### src/bpa_pkg.sv
// Package for the page bump allocator: widths, page geometry, command and
// status codes, configuration register indexes and the heap window type.
// No dependencies.
package bpa_pkg;

    // Address space and page geometry
    localparam int ADDR_W       = 32;
    localparam int PAGE_BYTES   = 4096;
    localparam int PAGE_SHIFT   = $clog2(PAGE_BYTES);
    localparam int PAGE_NUM_W   = ADDR_W - PAGE_SHIFT;
    localparam int PAGES_W      = 21;
    localparam int SIZE_W       = PAGES_W + PAGE_SHIFT;

    // Record stack geometry
    localparam int RECORD_DEPTH = 1024;
    localparam int REC_IDX_W    = $clog2(RECORD_DEPTH);
    localparam int COUNT_W      = $clog2(RECORD_DEPTH + 1);

    // Configuration port
    localparam int CFG_IDX_W    = 2;

    typedef enum logic [CFG_IDX_W-1:0] {
        CFG_HEAP_START = 2'd0,
        CFG_HEAP_END   = 2'd1
    } t_cfg_idx;

    typedef enum logic [2:0] {
        MODE_INIT      = 3'd0,
        MODE_SET_BREAK = 3'd1,
        MODE_BREAK     = 3'd2,
        MODE_ALLOC     = 3'd3,
        MODE_FREE      = 3'd4,
        MODE_QUERY     = 3'd5
    } t_mode;

    typedef enum logic [2:0] {
        ST_OK       = 3'd0,
        ST_ZERO     = 3'd1,
        ST_BEYOND   = 3'd2,
        ST_FULL     = 3'd3,
        ST_IGNORED  = 3'd4,
        ST_REJECTED = 3'd5
    } t_status;

    typedef struct packed {
        logic [ADDR_W-1:0] heap_start;
        logic [ADDR_W-1:0] heap_end;
    } t_heap_cfg;

endpackage

### src/bpa_cfg.sv
// Configuration register file for the heap window (start and end address).
// Depends on bpa_pkg.
module bpa_cfg (
    input  logic                         i_clk,
    input  logic                         i_rst_n,
    input  logic                         i_cfg_valid,
    output logic                         o_cfg_ready,
    input  logic [bpa_pkg::CFG_IDX_W-1:0] i_cfg_index,
    input  logic [bpa_pkg::ADDR_W-1:0]   i_cfg_data,
    output bpa_pkg::t_heap_cfg           o_heap
);
    import bpa_pkg::*;

    t_heap_cfg r_heap;
    logic      cfg_xfer;

    // Writes are always taken
    assign o_cfg_ready = 1'b1;
    assign cfg_xfer    = i_cfg_valid & o_cfg_ready;

    // Decode the index; unknown indexes are dropped
    always_ff @(posedge i_clk) begin
        if (!i_rst_n) begin
            r_heap <= '0;
        end else if (cfg_xfer) begin
            case (i_cfg_index)
                CFG_HEAP_START: r_heap.heap_start <= i_cfg_data;
                CFG_HEAP_END:   r_heap.heap_end   <= i_cfg_data;
                default:        ;
            endcase
        end
    end

    assign o_heap = r_heap;

endmodule

### config.mk
export PLATFORM = sky130hd
export DESIGN_NAME = bpa_cfg
export DESIGN_NICKNAME = d
export VERILOG_FILES = /design/src/bpa_pkg.sv /design/src/bpa_cfg.sv
export SDC_FILE = /design/constraint.sdc
export NUM_CORES = 1
export LEC_CHECK = 0
export ABC_CLOCK_PERIOD_IN_PS = 900
export CAP_MARGIN = 5
export CORE_UTILIZATION = 58
export CTS_BUF_LIST = sky130_fd_sc_hd__clkbuf_4
export CTS_CLUSTER_SIZE = 25
export DETAILED_ROUTE_END_ITERATION = 7
export DONT_BUFFER_PORTS = 1
export PLACE_DENSITY = 0.76
export SLEW_MARGIN = 40
export SYNTH_ARGS = -nofsm -noshare
export SYNTH_HDL_FRONTEND = slang
export SYNTH_SLANG_ARGS = --single-unit
### constraint.sdc
create_clock -name i_clk -period 0.9 [get_ports i_clk]
set_input_delay 0.18 -clock i_clk [delete_from_list [all_inputs] [get_ports i_clk]]
set_output_delay 0.18 -clock i_clk [all_outputs]
set_load 0.02 [all_outputs]
==> impl_metrics.prom <==
# TYPE chip_impl_metric gauge
chip_impl_info{name="run_status",value="finished with violations"} 1
chip_impl_info{name="failing_checks",value="hold timing, setup timing"} 1
chip_impl_metric{name="slew_viol_final",unit=""} 0
chip_impl_metric{name="ys.warnings.count",unit=""} 0
chip_impl_metric{name="clock_sinks",unit=""} 64
chip_impl_metric{name="global_route.usage.total",unit=""} 0.201
chip_impl_metric{name="powerDensity",unit="mW/mm^2"} 1770
chip_impl_metric{name="worst-endpoint-arrival",unit="ns"} 0.83
chip_impl_metric{name="die_w",unit="um"} 67.5
chip_impl_metric{name="globalRoute.totalOverflow",unit=""} 0
chip_impl_metric{name="final_total_negative_setup_slack",unit="ns"} -2.71
chip_impl_metric{name="cellLeakagePower",unit="nW"} 1.20
chip_impl_metric{name="dp_hpwl",unit="um"} 2810
chip_impl_metric{name="max-cap-violations",unit=""} 0
chip_impl_info{name="final_common_cell",value="nand2_1"} 1
chip_impl_metric{name="fraction_of_layout_instances_using_a_drive_strength_above_1",unit=""} 0.327
chip_impl_info{name="timing_worst_setup_path_type",value="reg2out"} 1
chip_impl_metric{name="clkLatencyLatePin",unit="ns"} 0.36
chip_impl_metric{name="synth_seq_cells",unit=""} 64
chip_impl_metric{name="globalplace.congestion",unit=""} 0.641
chip_impl_metric{name="post_layout_min_period",unit="ns"} 1.01
chip_impl_metric{name="postPlaceCellArea",unit="sq mm"} 0.00243
chip_impl_metric{name="port-buffer-count",unit=""} 0
chip_impl_info{name="timing.critical_path.max_delay_family",value="flip-flops"} 1
chip_impl_info{name="commonest_cells_after_routing_fill_and_taps_aside",value="nand2_1 (96), mux2i_1 (64), dfxtp_4 (62)"} 1
chip_impl_metric{name="iteration_count_of_the_initial_detailed_routing_pass",unit=""} 4
chip_impl_metric{name="antenna_violating_nets_left",unit=""} 0
chip_impl_metric{name="mappedNetlistArea",unit="sq mm"} 0.00249
chip_impl_metric{name="die_y",unit="um"} 67.5
chip_impl_metric{name="delay_of_the_slowest_cell_on_the_worst_path",unit="ns"} 0.35
chip_impl_metric{name="setup_slack",unit="ns"} -0.113
chip_impl_metric{name="number_of_cells_produced_by_synthesis",unit=""} 247
chip_impl_metric{name="routedWlPerCell",unit="um"} 14.8
chip_impl_metric{name="crit_buf_inv",unit=""} 1
chip_impl_metric{name="initial_core_util",unit=""} 0.614
chip_impl_metric{name="num_io_pins",unit=""} 102
chip_impl_info{name="worstSetupStartpointType",value="flop"} 1
chip_impl_metric{name="postRouteWirelength",unit="um"} 4460
chip_impl_metric{name="hold_viol_final",unit=""} 63
chip_impl_metric{name="remaining_drc_errors",unit=""} 0
chip_impl_metric{name="grt_pass1_wl",unit="um"} 6550
chip_impl_metric{name="drt-initial-drc-count",unit=""} 70
chip_impl_info{name="grt_setup_unrepaired",value="yes"} 1
chip_impl_info{name="hold_class",value="in2reg"} 1
chip_impl_metric{name="report.final.setup_viol",unit=""} 64
chip_impl_metric{name="largest_net_degree_at_the_start_of_global_routing",unit=""} 97
chip_impl_info{name="cts_tree",value="done"} 1
chip_impl_metric{name="grt_pass1_vias",unit=""} 1515
chip_impl_metric{name="placement_rows",unit=""} 23
chip_impl_metric{name="largest_register_ff_count",unit=""} 64
chip_impl_metric{name="syn_to_final_growth",unit="%"} 13.9
chip_impl_info{name="cp_cell_sequence",value="buf_6"} 1
chip_impl_metric{name="finalNetCount",unit=""} 283
chip_impl_info{name="crit_path_top_delay_cell",value="dfxtp_2"} 1
chip_impl_metric{name="worst_hold_slack",unit="ns"} -0.0651
chip_impl_metric{name="register_area_share_after_synthesis",unit=""} 0.515
chip_impl_metric{name="core",unit="sq mm"} 0.00406
chip_impl_metric{name="cts.clk_slew.worst_paths",unit="ns"} 0.10
chip_impl_info{name="clock-root-buffer",value="clkbuf_4"} 1
chip_impl_metric{name="via_per_inst",unit=""} 5.32
chip_impl_metric{name="final_standard_cell_area_without_fillers",unit="sq mm"} 0.00284
chip_impl_metric{name="post-route-period-util",unit=""} 1.13
chip_impl_metric{name="vdd.ir_drop.worst",unit="uV"} 904
chip_impl_metric{name="worst-endpoint-required",unit="ns"} 0.72
chip_impl_metric{name="htree_levels",unit=""} 3
chip_impl_info{name="critical_path.endpoint_type",value="output port"} 1
chip_impl_metric{name="dieArea",unit="sq mm"} 0.00456
chip_impl_metric{name="dr_total_vias",unit=""} 1601
chip_impl_metric{name="n_antenna_cell",unit=""} 0
chip_impl_metric{name="tritoncts.num_buffers",unit=""} 9
chip_impl_metric{name="achievable-frequency",unit="MHz"} 987
chip_impl_metric{name="grt_antenna_before_repair",unit=""} 0
chip_impl_metric{name="clock_path_buffers",unit=""} 2
chip_impl_metric{name="fin_worst_skew",unit="ns"} 0
chip_impl_metric{name="mappedNetlistNets",unit=""} 284
chip_impl_metric{name="syn_area_per_cell",unit="sq um"} 10.1
chip_impl_metric{name="synth.distinct_cells",unit=""} 11
chip_impl_metric{name="worst-path-max-fanout",unit=""} 2
kinds of logic (layout without fill, tap and decap cells):
logic type,Yosys count,count (layout),synth area share
buffers and inverters,20,24,0.0739
muxes,64,64,0.257
and+or+nand+nor,98,98,0.153
other,1,1,0.00151
DFF,64,64,0.515
per-layer routing:
metal / wire [um] / vias to the layer above / share of wire / track usage
met1: 1800 / 725 / 0.40 / 0.184
met4: 70 / 0 / 0.016 / 0.112
met5: 0 / - / 0 / 0
li1: - / 803 / - / -
met3: 429 / 7 / 0.096 / 0.0929
met2: 2160 / 66 / 0.48 / 0.360
power breakdown:
part	switching (mW)	total (mW)	internal, mW	leakage (nW)
sequential	0.184	3.00	2.82	0.568
clock	0.907	1.75	0.840	0.0703
combinational	0.139	0.276	0.137	0.561
repair_timing:
item                       4_1_cts  5_1_grt
buffers inserted                 0        1
setup endpoints to repair       64       64
hold endpoints to repair        64       64
resized for setup              128        0
through the flow:
stage                     utilization  std cells  hold slack (ns)  setup WS, ns  power [mW]
after floorplan                     -        247            0.342        0.0201        3.48
after detailed placement        0.599        281            0.341       -0.0888        3.45
final                           0.699        301          -0.0651        -0.113        5.03
after global placement          0.599        281            0.334       -0.0447        3.43
after global routing            0.699        301           -0.101        -0.178        5.28
after CTS                       0.689        297          -0.0941        -0.143        5.08
cell usage after synthesis:
cell | n | area, sq um
buf_2 | 6 | 30.0
buf_8 | 6 | 90.1
mux2i_1 | 64 | 641
conb_1 | 1 | 3.75
clkbuf_1 | 2 | 7.51
dfxtp_1 | 64 | 1280
buf_4 | 3 | 22.5
nand2_1 | 96 | 360
nand3b_1 | 1 | 7.51
buf_6 | 3 | 33.8
nor3b_2 | 1 | 12.5
layout make-up:
type / instances / area (sq um)
multi-input cells: 163 / 1030
clock buffers: 10 / 75.1
flip-flops and latches: 64 / 1520
clock inverters: 6 / 50.0
well taps: 50 / 62.6
fillers: 307 / 1220
repair buffers: 8 / 100
final timing paths:
| path | from | endpoint | slack [ns] | depth (start not counted) |
|---|---|---|---|---|
| setup reg to reg | o_heap[24]$_SDFFE_PN0P_ | o_heap[24]$_SDFFE_PN0P_ | 0.20 | 2 |
| hold reg to reg | o_heap[31]$_SDFFE_PN0P_ | o_heap[31]$_SDFFE_PN0P_ | 0.48 | 2 |
| setup / recovery | o_heap[31]$_SDFFE_PN0P_ | o_heap[31] | -0.11 | 1 |
| hold / removal | i_rst_n | o_heap[40]$_SDFFE_PN0P_ | -0.07 | 2 |
Note: power is estimated with default switching activity, not from simulation.
