--- src/bpa_ram.sv ---
// Generic single-port-write, single-port-read RAM with a registered read.
// No dependencies.
module bpa_ram #(
    parameter int WIDTH = 8,
    parameter int DEPTH = 16,
    parameter int AW    = $clog2(DEPTH)
) (
    input  logic             i_clk,
    input  logic             i_we,
    input  logic [AW-1:0]    i_waddr,
    input  logic [WIDTH-1:0] i_wdata,
    input  logic             i_re,
    input  logic [AW-1:0]    i_raddr,
    output logic [WIDTH-1:0] o_rdata
);

    logic [WIDTH-1:0] r_mem [DEPTH];
    logic [WIDTH-1:0] r_rdata;

    // Write port
    always_ff @(posedge i_clk) begin
        if (i_we) begin
            r_mem[i_waddr] <= i_wdata;
        end
    end

    // Registered read port
    always_ff @(posedge i_clk) begin
        if (i_re) begin
            r_rdata <= r_mem[i_raddr];
        end
    end

    assign o_rdata = r_rdata;

endmodule

--- config.mk ---
export PLATFORM = sky130hd
export DESIGN_NAME = bpa_ram
export DESIGN_NICKNAME = d
export VERILOG_FILES = /design/src/bpa_ram.sv
export SDC_FILE = /design/constraint.sdc
export NUM_CORES = 1
export LEC_CHECK = 0
export BUFFER_PORTS_ARGS = -buffer_cell sky130_fd_sc_hd__buf_2
export CORE_MARGIN = 2
export CORE_UTILIZATION = 35
export CTS_CLUSTER_SIZE = 30
export DETAILED_ROUTE_END_ITERATION = 7
export GPL_ROUTABILITY_DRIVEN = 0
export PLACE_DENSITY_LB_ADDON = 0.1
export SLEW_MARGIN = 20
export SYNTH_ARGS = -nofsm -noshare
export SYNTH_HDL_FRONTEND = slang
export SYNTH_SLANG_ARGS = --single-unit
--- constraint.sdc ---
create_clock -name i_clk -period 2.5 [get_ports i_clk]
set_clock_uncertainty 0.05 [all_clocks]
set_input_delay 0.375 -clock i_clk [delete_from_list [all_inputs] [get_ports i_clk]]
set_output_delay 0.375 -clock i_clk [all_outputs]
set_load 0.01 [all_outputs]
==> results.ini, run 1 <==
[timing]
period_needed_ns = 1.719
tns_ns = 0
rsz0062_at_grt = false
drv_slew = 0
worst_slew_pin_slew_ns = 0.4168
fmax_mhz = 581.7
fin_crit_sh_pct = 68.76
finalSetupViolations = 0
max_slew_margin_pct = 72.21
hold_viol_final = 0

[run]
maxCapViolations = 0

[pwr]
peakVddDrop_v = 0.0004542
switching_share_pct = 19.95
power_w = 0.005134
power_frac_seq_pct = 50.3
power_frac_clock_pct = 44.8
switchingPower_w = 0.001024
comb_power_share_pct = 4.9
power_density_mw_per_mm2 = 821.1
intPower_w = 0.004110
p_leak_nw = 2.109

[routing]
viasPerCell = 5.154
drtPass1Iterations = 4
wirelength_um = 11230
first_iter_violations = 174
routedWlPerCell_um = 23.29
ant_nets = 0
drc_errors = 0
num_vias = 2484

[cts]
cts_max_level = 4
postCtsHoldBufs = 0
post_cts_buffers = 0
cts_sinks = 136
post_cts_resized = 0
cts_buffers = 17
clock_path_buffers = 2
cts_root_buf = clkbuf_16
path_clk_slew_ns = 0.05
cts_tree = yes
clock_latency_ns = 0.41

[floorplanning]
core_mm2 = 0.01459
start_util_pct = 35.83
dieHeight_um = 126.2
die_w_um = 126.2
pin_count = 27
die-area_mm2 = 0.01593
row_count = 44

[setup_path]
critPathKind = in2reg
r2r-start = r_mem[10][1]
rr_worst_depth = 3
cp-start-kind = input port
critPathMaxFanout = 14
required_ns = 2.60
r2r_setup_slack_ns = 0.95
cp-end-kind = register
worstPathArrival_ns = 1.82
rr_endpoint = o_rdata[1]

[global_routing]
grt_use_total_pct = 15.19
grt_remaining_overflow = 0
antenna_found_initial = 0
grt_pass1_vias = 2616
grt_first_pass_wirelength_um = 16740
grt_max_degree = 17

[placed_design]
io_buffers = 26
post-dp-hpwl_um = 7076

[outcome]
status = completed

[synthesis]
yosysUniqueCellTypes = 18
synthFlopType = edfxtp_1
synth_top_cell_by_area = edfxtp_1
synth.area.top_cells = edfxtp_1 (78%), mux4_2 (7.8%), mux4_1 (7.0%), a22oi_1 (2.3%), nor2_1 (0.93%)
synthesis.area_mm2 = 0.005228
synth-edff-count = 136
ys_seq_area_share_pct = 78.12
async_flop_share_pct = 0
yosysWarnings = 0
postSynthCellCount = 229
netlist.area_leader.share_pct = 78.12
syn_avg_cell_area_um2 = 22.83
synth.most_common_cell = edfxtp_1
synthTopCellsByCount = edfxtp_1 (136), mux4_2 (18), a22oi_1 (16), mux4_1 (14), nor2_1 (13)
syn-num-nets = 248
ys_seq_elements = 136

[worst_hold_path]
whs_endpoint = r_mem[15][3]
hold_path.class = in2reg
hold_depth = 1
min-delay-start = i_wdata[3]

[final_layout]
finish.net_count = 306
syn_to_final_growth_pct = 19.60
diodes = 0
post_route_cells_drive_above_1_share_pct = 31.21

## cells in the final DEF, fill, tap and decap left out, drive strengths merged
cell / instances
clkinvlp: 1
nand2b: 2
nor3: 4
bufinv: 2
nand2: 9
or3b: 1
mux4: 32
a22oi: 16
nand3: 1
and2b: 1
nand3b: 2
edfxtp: 136
clkinv: 9
nor2: 13
and2: 1
clkbuf: 18
nor2b: 1
buf: 49
## stage by stage
stage               setup WS, ns  std cells  hold slack [ns]  utilization (%)  instance area (um2)
floorplan                 0.5821        229           0.4239                -                 5228
global placement          0.3417        452           0.6808            39.15                 5712
detailed placement        0.3059        452           0.6991            39.15                 5712
CTS                       0.7468        482           0.2853            42.86                 6252
global route              0.7295        482           0.2965            42.86                 6252
finish                    0.7810        482           0.3083            42.86                 6252
## metal layers
| layer | GRT usage (%) | wire (um) | vias up |
|---|---|---|---|
| met5 | 0 | 0 | - |
| met4 | 5.042 | 155 | 0 |
| met3 | 4.376 | 537 | 13 |
| met2 | 23.18 | 5320 | 65 |
| met1 | 21.14 | 5215 | 1307 |
| li1 | - | - | 1099 |
## logic make-up (layout without fill, tap and decap cells)
kind of cell	after synthesis	count (layout)	synth area share [%]
AND/OR/NAND/NOR	35	35	3.136
buffers and inverters	10	79	1.651
AO/OA/AOI/OAI	16	16	2.298
multiplexers	32	32	14.79
flip-flops	136	136	78.12
## critical path, cell delays in order
cell and delay (ns):
buf_2 0.27, buf_12 0.21, mux4_1 0.57, a22oi_1 0.29, nand2_1 0.09
## how the worst max path moves through the flow
stage / startpoint / to / slack (ns) / cells past startpoint
6_report: i_raddr[0] / o_rdata[1] / 0.78 / 5
5_1_grt: i_raddr[0] / o_rdata[2] / 0.73 / 5
4_1_cts: i_raddr[0] / o_rdata[1] / 0.75 / 5
3_5_place_dp: i_raddr[0] / o_rdata[1] / 0.31 / 5
3_3_place_gp: i_raddr[0] / o_rdata[2] / 0.34 / 5
2_1_floorplan: i_waddr[2] / r_mem[0][0] / 0.58 / 2
## layout make-up
class | instances | area (um2)
timing repair buffer | 49 | 340.3
fill | 1267 | 8337
sequential | 136 | 4084
multi-input combinational | 83 | 1057
tap | 184 | 230.2
clock inverter | 12 | 111.4
clock buffer | 18 | 429.2
## sequential cells by signal, summed over array words and instances, names as in the netlist
signal and cells:
r_mem 128, o_rdata 8
## power groups by stage
stage	clock network, W	registers (W)	logic, W
6_report	0.00230	0.00258	0.000251
5_1_grt	0.00245	0.00259	0.000275
4_1_cts	0.00235	0.00258	0.000260
3_5_place_dp	0	0.00263	0.000260
3_3_place_gp	0	0.00263	0.000257
2_1_floorplan	0	0.00263	0.000130
(Power assumes the default switching activity.)
==> inputs of run 2 (changes only) <==
==> constraint.sdc (replaced) <==
create_clock -name i_clk -period 1.4 [get_ports i_clk]
set_clock_uncertainty 0.05 [all_clocks]
set_input_delay 0.21 -clock i_clk [delete_from_list [all_inputs] [get_ports i_clk]]
set_output_delay 0.21 -clock i_clk [all_outputs]
set_load 0.01 [all_outputs]
==> results.ini, run 2 (synthesis results as in run 1) <==
[final_layout]
largest_register = r_mem  ; unchanged
diodes = 0  ; unchanged
post_route_cells_drive_above_1_share_pct = 40.59  ; was 31.21%
final_core_util_pct = 43.54  ; was 42.86%
final_cell_mix = edfxtp_1 (136), mux4_2 (32), buf_2 (26), buf_4 (23), clkbuf_16 (17)  ; was edfxtp_1 (136), buf_2 (26), buf_4 (20), mux4_2 (18), clkbuf_16 (17)
syn_to_final_growth_pct = 21.52  ; was 19.60%
finish.net_count = 310  ; was 306
final_common_cell = edfxtp_1  ; unchanged
largest_register_ffs = 128  ; unchanged

[outcome]
failed_checks = setup timing
status = complete, but fails checks  ; was completed

[pwr]
switching_share_pct = 19.58  ; was 19.95%
power_frac_seq_pct = 48.0  ; was 50.3%
power_frac_clock_pct = 46.8  ; was 44.8%
p_leak_nw = 2.103  ; was 2.109 nW
power_density_mw_per_mm2 = 1514  ; was 821.1 mW/mm2
peakVddDrop_v = 0.0009465  ; was 0.0004542 V
intPower_w = 0.007734  ; was 0.004110 W
switchingPower_w = 0.001883  ; was 0.001024 W
comb_power_share_pct = 5.2  ; was 4.9%

[run]
maxCapViolations = 0  ; unchanged

[floorplanning]
pin_count = 27  ; unchanged
start_util_pct = 35.83  ; unchanged
row_count = 44  ; unchanged
core_mm2 = 0.01459  ; unchanged
die_w_um = 126.2  ; unchanged
dieHeight_um = 126.2  ; unchanged
die-area_mm2 = 0.01593  ; unchanged

[timing]
finalSetupViolations = 8  ; was 0
worst_slew_pin_slew_ns = 0.9661  ; was 0.4168 ns
drv_slew = 0  ; unchanged
holdWs_ns = 0.1241  ; was 0.3083 ns
layout_setup_ws_ns = -0.09477  ; was 0.7810 ns
period_needed_ns = 1.495
fmax_mhz = 669.0
rsz0062_at_grt = true  ; was false
hold_viol_final = 0  ; unchanged
max_slew_margin_pct = 35.46  ; was 72.21%
fin_crit_sh_pct = 106.8

[global_routing]
grt_use_total_pct = 15.57  ; was 15.19%
grt_remaining_overflow = 0  ; unchanged
grt_max_degree = 19  ; was 17
grt_pass1_vias = 2521  ; was 2,616
antenna_found_initial = 0  ; unchanged
grt_first_pass_wirelength_um = 17070  ; was 16,740 um

[setup_path]
cp-start-kind = register  ; was input port
critPathMaxFanout = 1  ; was 14
cp-end-kind = register  ; unchanged
crit_start = r_mem[3][0]  ; was i_raddr[0]
r2r-start = r_mem[3][0]  ; was r_mem[10][1]
critPathKind = reg2reg  ; was in2reg
worstPathArrival_ns = 1.60  ; was 1.82 ns
required_ns = 1.50  ; was 2.60 ns

[cts]
cts_root_buf = clkbuf_16  ; unchanged
postCtsHoldBufs = 0  ; unchanged
cts_sinks = 136  ; unchanged
clock_path_buffers = 2  ; unchanged
path_clk_slew_ns = 0.05  ; about the same
cts_tree = yes  ; unchanged
cts_buffers = 17  ; unchanged
clock_latency_ns = 0.41  ; about the same
cts_max_level = 4  ; unchanged
post_cts_buffers = 0  ; unchanged

[placed_design]
post-dp-hpwl_um = 7506  ; was 7076 um
io_buffers = 26  ; unchanged

[routing]
first_iter_violations = 324  ; was 174
num_vias = 2433  ; was 2,484
drc_errors = 0  ; unchanged
routedWlPerCell_um = 23.86  ; was 23.29 um
viasPerCell = 4.996  ; was 5.154
drtPass1Iterations = 5  ; was 4
ant_nets = 0  ; unchanged
wirelength_um = 11620  ; was 11,230 um

[worst_hold_path]
hold_path.class = in2reg  ; unchanged
min-delay-start = i_re  ; was i_wdata[3]

==> run 2: cell types whose count changed in the layout (fill, tap and decap cells not counted) <==
cell	previous run	this run
buf_12	3	4
nor3_2	0	3
a22oi_2	0	9
clkinv_2	4	3
clkinv_4	1	0
a22oi_1	16	7
clkbuf_1	1	2
nor3_1	4	1
bufinv_16	2	4
mux4_2	18	32
buf_4	20	23
mux4_1	14	0
==> run 2: stage by stage <==
| step | area, um2 | setup slack (ns) | total power, W | cells | setup TNS (ns) |
|---|---|---|---|---|---|
| final | 6352 | -0.09477 | 0.009618 | 487 | -0.4476 |
| after global placement | 5720 | -0.5145 | 0.005193 | 456 | -8.812 |
| after floorplan | 5228 | -0.1261 | 0.004953 | 229 | -4.375 |
| after detailed placement | 5720 | -0.5022 | 0.005198 | 456 | -8.582 |
| after CTS | 6347 | -0.09255 | 0.009707 | 487 | -0.5880 |
| after global routing | 6352 | -0.1285 | 0.009915 | 487 | -0.7875 |
==> run 2: worst paths after layout <==
kind | to | slack (ns) | depth (start not counted)
setup / recovery | o_rdata[0] | -0.09 | 3
hold / removal | o_rdata[5] | 0.12 | 1
setup reg to reg | o_rdata[0] | -0.09 | 3
hold reg to reg | o_rdata[1] | 0.71 | 3
==> run 2: layout make-up <==
cell class	count	area, um2
well taps	184	230.2
flip-flops and latches	136	4084
repair buffers	53	382.9
clock buffers	19	432.9
clock inverters	12	157.7
fillers	1251	8237
multi-input cells	83	1065
==> run 2: critical path, cell delays in order (launching register included) <==
cell and delay [ns]:
edfxtp_1 0.36, mux4_2 0.51, a22oi_2 0.24, nand2_1 0.07
==> run 2: timing repair <==
item                                    CTS  global route
pin swaps                                 3             2
endpoints found under the setup margin    8             8
resized for setup                         9             1
==> run 2: power groups by stage <==
stage	clock, W	sequential, W	combinational, W
floorplan	0	0.00470	0.000253
global route	0.00475	0.00462	0.000545
detailed placement	0	0.00470	0.000499
finish	0.00450	0.00461	0.000505
global placement	0	0.00470	0.000493
CTS	0.00457	0.00462	0.000516
==> run 2: per-layer routing <==
metal / up-vias / track usage [%] / wire, um
met4: 0 / 6.399 / 188
met1: 1280 / 23.48 / 5843
li1: 1090 / - / -
met5: - / 0 / 0
met3: 12 / 3.866 / 435
met2: 51 / 21.63 / 5154
==> inputs of run 3 (changes only) <==
--- a/config.mk
+++ b/config.mk
@@ -12,6 +12,7 @@
 export DETAILED_ROUTE_END_ITERATION = 7
 export GPL_ROUTABILITY_DRIVEN = 0
 export PLACE_DENSITY_LB_ADDON = 0.1
+export SETUP_SLACK_MARGIN = 0.02
 export SLEW_MARGIN = 20
 export SYNTH_ARGS = -nofsm -noshare
 export SYNTH_HDL_FRONTEND = slang
==> results.ini, run 3 (synthesis results as in run 1) <==
[cts]
cts_root_buf = clkbuf_16  ; unchanged
cts_tree = yes  ; unchanged
clock_path_buffers = 2  ; unchanged
post_cts_buffers = 0  ; unchanged
postCtsHoldBufs = 0  ; unchanged
cts_buffers = 17  ; unchanged
cts_sinks = 136  ; unchanged
cts_max_level = 4  ; unchanged
path_clk_slew_ns = 0.06  ; was 0.05 ns
clock_latency_ns = 0.42  ; was 0.41 ns

[floorplanning]
die_w_um = 126.2  ; unchanged
dieHeight_um = 126.2  ; unchanged
pin_count = 27  ; unchanged
row_count = 44  ; unchanged
die-area_mm2 = 0.01593  ; unchanged
start_util_pct = 35.83  ; unchanged
core_mm2 = 0.01459  ; unchanged

[pwr]
power_w = 0.009384  ; was 0.009618 W
p_leak_nw = 2.150  ; was 2.103 nW
comb_power_share_pct = 5.3  ; was 5.2%
power_density_mw_per_mm2 = 1453  ; was 1514 mW/mm2
power_frac_clock_pct = 45.5  ; was 46.8%
intPower_w = 0.007555  ; was 0.007734 W
switching_share_pct = 19.49  ; was 19.58%
power_frac_seq_pct = 49.2  ; was 48.0%
switchingPower_w = 0.001829  ; was 0.001883 W
peakVddDrop_v = 0.0008883  ; was 0.0009465 V

[final_layout]
post_route_cells_drive_above_1_share_pct = 42.07  ; was 40.59%
diodes = 0  ; unchanged
final_common_cell = edfxtp_1  ; unchanged
instances_no_fill = 493  ; was 487
syn_to_final_growth_pct = 23.53  ; was 21.52%
finish.net_count = 315  ; was 310
largest_register = r_mem  ; unchanged
largest_register_ffs = 128  ; unchanged
fillers = 1233  ; was 1,251
final_core_util_pct = 44.26  ; was 43.54%
final_cell_mix = edfxtp_1 (136), mux4_2 (30), buf_2 (26), buf_4 (23), clkbuf_16 (17)  ; was edfxtp_1 (136), mux4_2 (32), buf_2 (26), buf_4 (23), clkbuf_16 (17)

[global_routing]
grt_first_pass_wirelength_um = 16480  ; was 17,070 um
grt_remaining_overflow = 0  ; unchanged
grt_max_degree = 18  ; was 19
grt_use_total_pct = 14.93  ; was 15.57%
grt_pass1_vias = 2602  ; was 2,521
antenna_found_initial = 1  ; was 0

[routing]
routedWlPerCell_um = 22.04  ; was 23.86 um
drtPass1Iterations = 4  ; was 5
wirelength_um = 10870  ; was 11,620 um
viasPerCell = 5.026  ; was 4.996
drc_errors = 0  ; unchanged
num_vias = 2478  ; was 2,433
first_iter_violations = 242  ; was 324
ant_nets = 0  ; unchanged

[timing]
hold_viol_final = 0  ; unchanged
drv_slew = 0  ; unchanged
fmax_mhz = 699.0  ; was 669.0 MHz
fin_crit_sh_pct = 102.2  ; was 106.8%
worst_slew_pin_slew_ns = 0.9769  ; was 0.9661 ns
finalSetupViolations = 7  ; was 8
period_needed_ns = 1.431  ; was 1.495 ns
max_slew_margin_pct = 34.74  ; was 35.46%
layout_setup_ws_ns = -0.03068  ; was -0.09477 ns
rsz0062_at_grt = true  ; unchanged

[setup_path]
worstPathArrival_ns = 1.55  ; was 1.60 ns
required_ns = 1.52  ; was 1.50 ns
cp-end-kind = register  ; unchanged
critPathKind = reg2reg  ; unchanged
cp-start-kind = register  ; unchanged
critPathMaxFanout = 1  ; unchanged

[outcome]
status = complete, but fails checks  ; unchanged
failed_checks = setup timing  ; unchanged

[run]
maxCapViolations = 0  ; unchanged

[worst_hold_path]
hold_path.class = in2reg  ; unchanged

[placed_design]
dpl.cell_count = 461  ; was 456
post-dp-hpwl_um = 6946  ; was 7506 um
io_buffers = 26  ; unchanged

==> run 3: cell types whose count changed in the layout (fill, tap and decap cells not counted), moves of 2 or more <==
cell      previous run  this run
buf_12               4         9
nor2_1              13        10
mux4_1               0         2
clkinv_1             4         6
mux4_2              32        30
nor2_2               0         3
clkinv_2             3         5
==> run 3: area by class of cell <==
cell class / count / area, um2 / share of cell area, %
clock buffers: 18 / 429.2 / 6.646
multi-input cells: 83 / 1094 / 16.93
well taps: 184 / 230.2 / 3.565
flip-flops and latches: 136 / 4084 / 63.24
repair buffers: 58 / 483.0 / 7.479
clock inverters: 14 / 137.6 / 2.131
==> run 3: final timing paths <==
check / slack, ns / from / cells past startpoint / to
min reg2reg: 0.70 / r_mem[7][0] / 3 / o_rdata[0]
max reg2reg: -0.03 / r_mem[9][5] / 3 / o_rdata[5]
min: 0.11 / i_re / 1 / o_rdata[1]
max: -0.03 / r_mem[9][5] / 3 / o_rdata[5]
==> run 3: per-layer routing <==
metal  GRT usage (%)  share of wire, %
met3           5.650               5.0
met5               0             0.064
met1           20.39                47
met4           5.236               1.3
met2           22.04                47
==> run 3: what timing repair did <==
action,CTS,global route
gates resized for setup,8,4
setup endpoints to repair,8,8
pin swaps,1,4
==> run 3: worst max-delay path, stage by stage, from the launching register on <==
cell and delay, ns:
edfxtp_1 0.38, mux4_2 0.45, a22oi_1 0.22, nand2_1 0.08
==> run 3: power groups by stage <==
stage	clock network, W	logic (W)	registers [W]
floorplan	0	0.000254	0.00470
global placement	0	0.000492	0.00470
detailed placement	0	0.000494	0.00470
CTS	0.00436	0.000509	0.00462
global route	0.00455	0.000548	0.00462
finish	0.00427	0.000499	0.00462
==> run 3: through the flow <==
| stage | worst slack, ns | TNS, ns | hold WS (ns) | instance area (um2) |
|---|---|---|---|---|
| after floorplan | -0.07898 | -0.5168 | 0.2589 | 5255 |
| after global placement | -0.4016 | -4.161 | 0.5469 | 5848 |
| after detailed placement | -0.4006 | -4.333 | 0.5461 | 5848 |
| after CTS | -0.05095 | -0.2760 | 0.1028 | 6446 |
| after global routing | -0.1096 | -0.6143 | 0.1036 | 6457 |
| final | -0.03068 | -0.1346 | 0.1137 | 6457 |
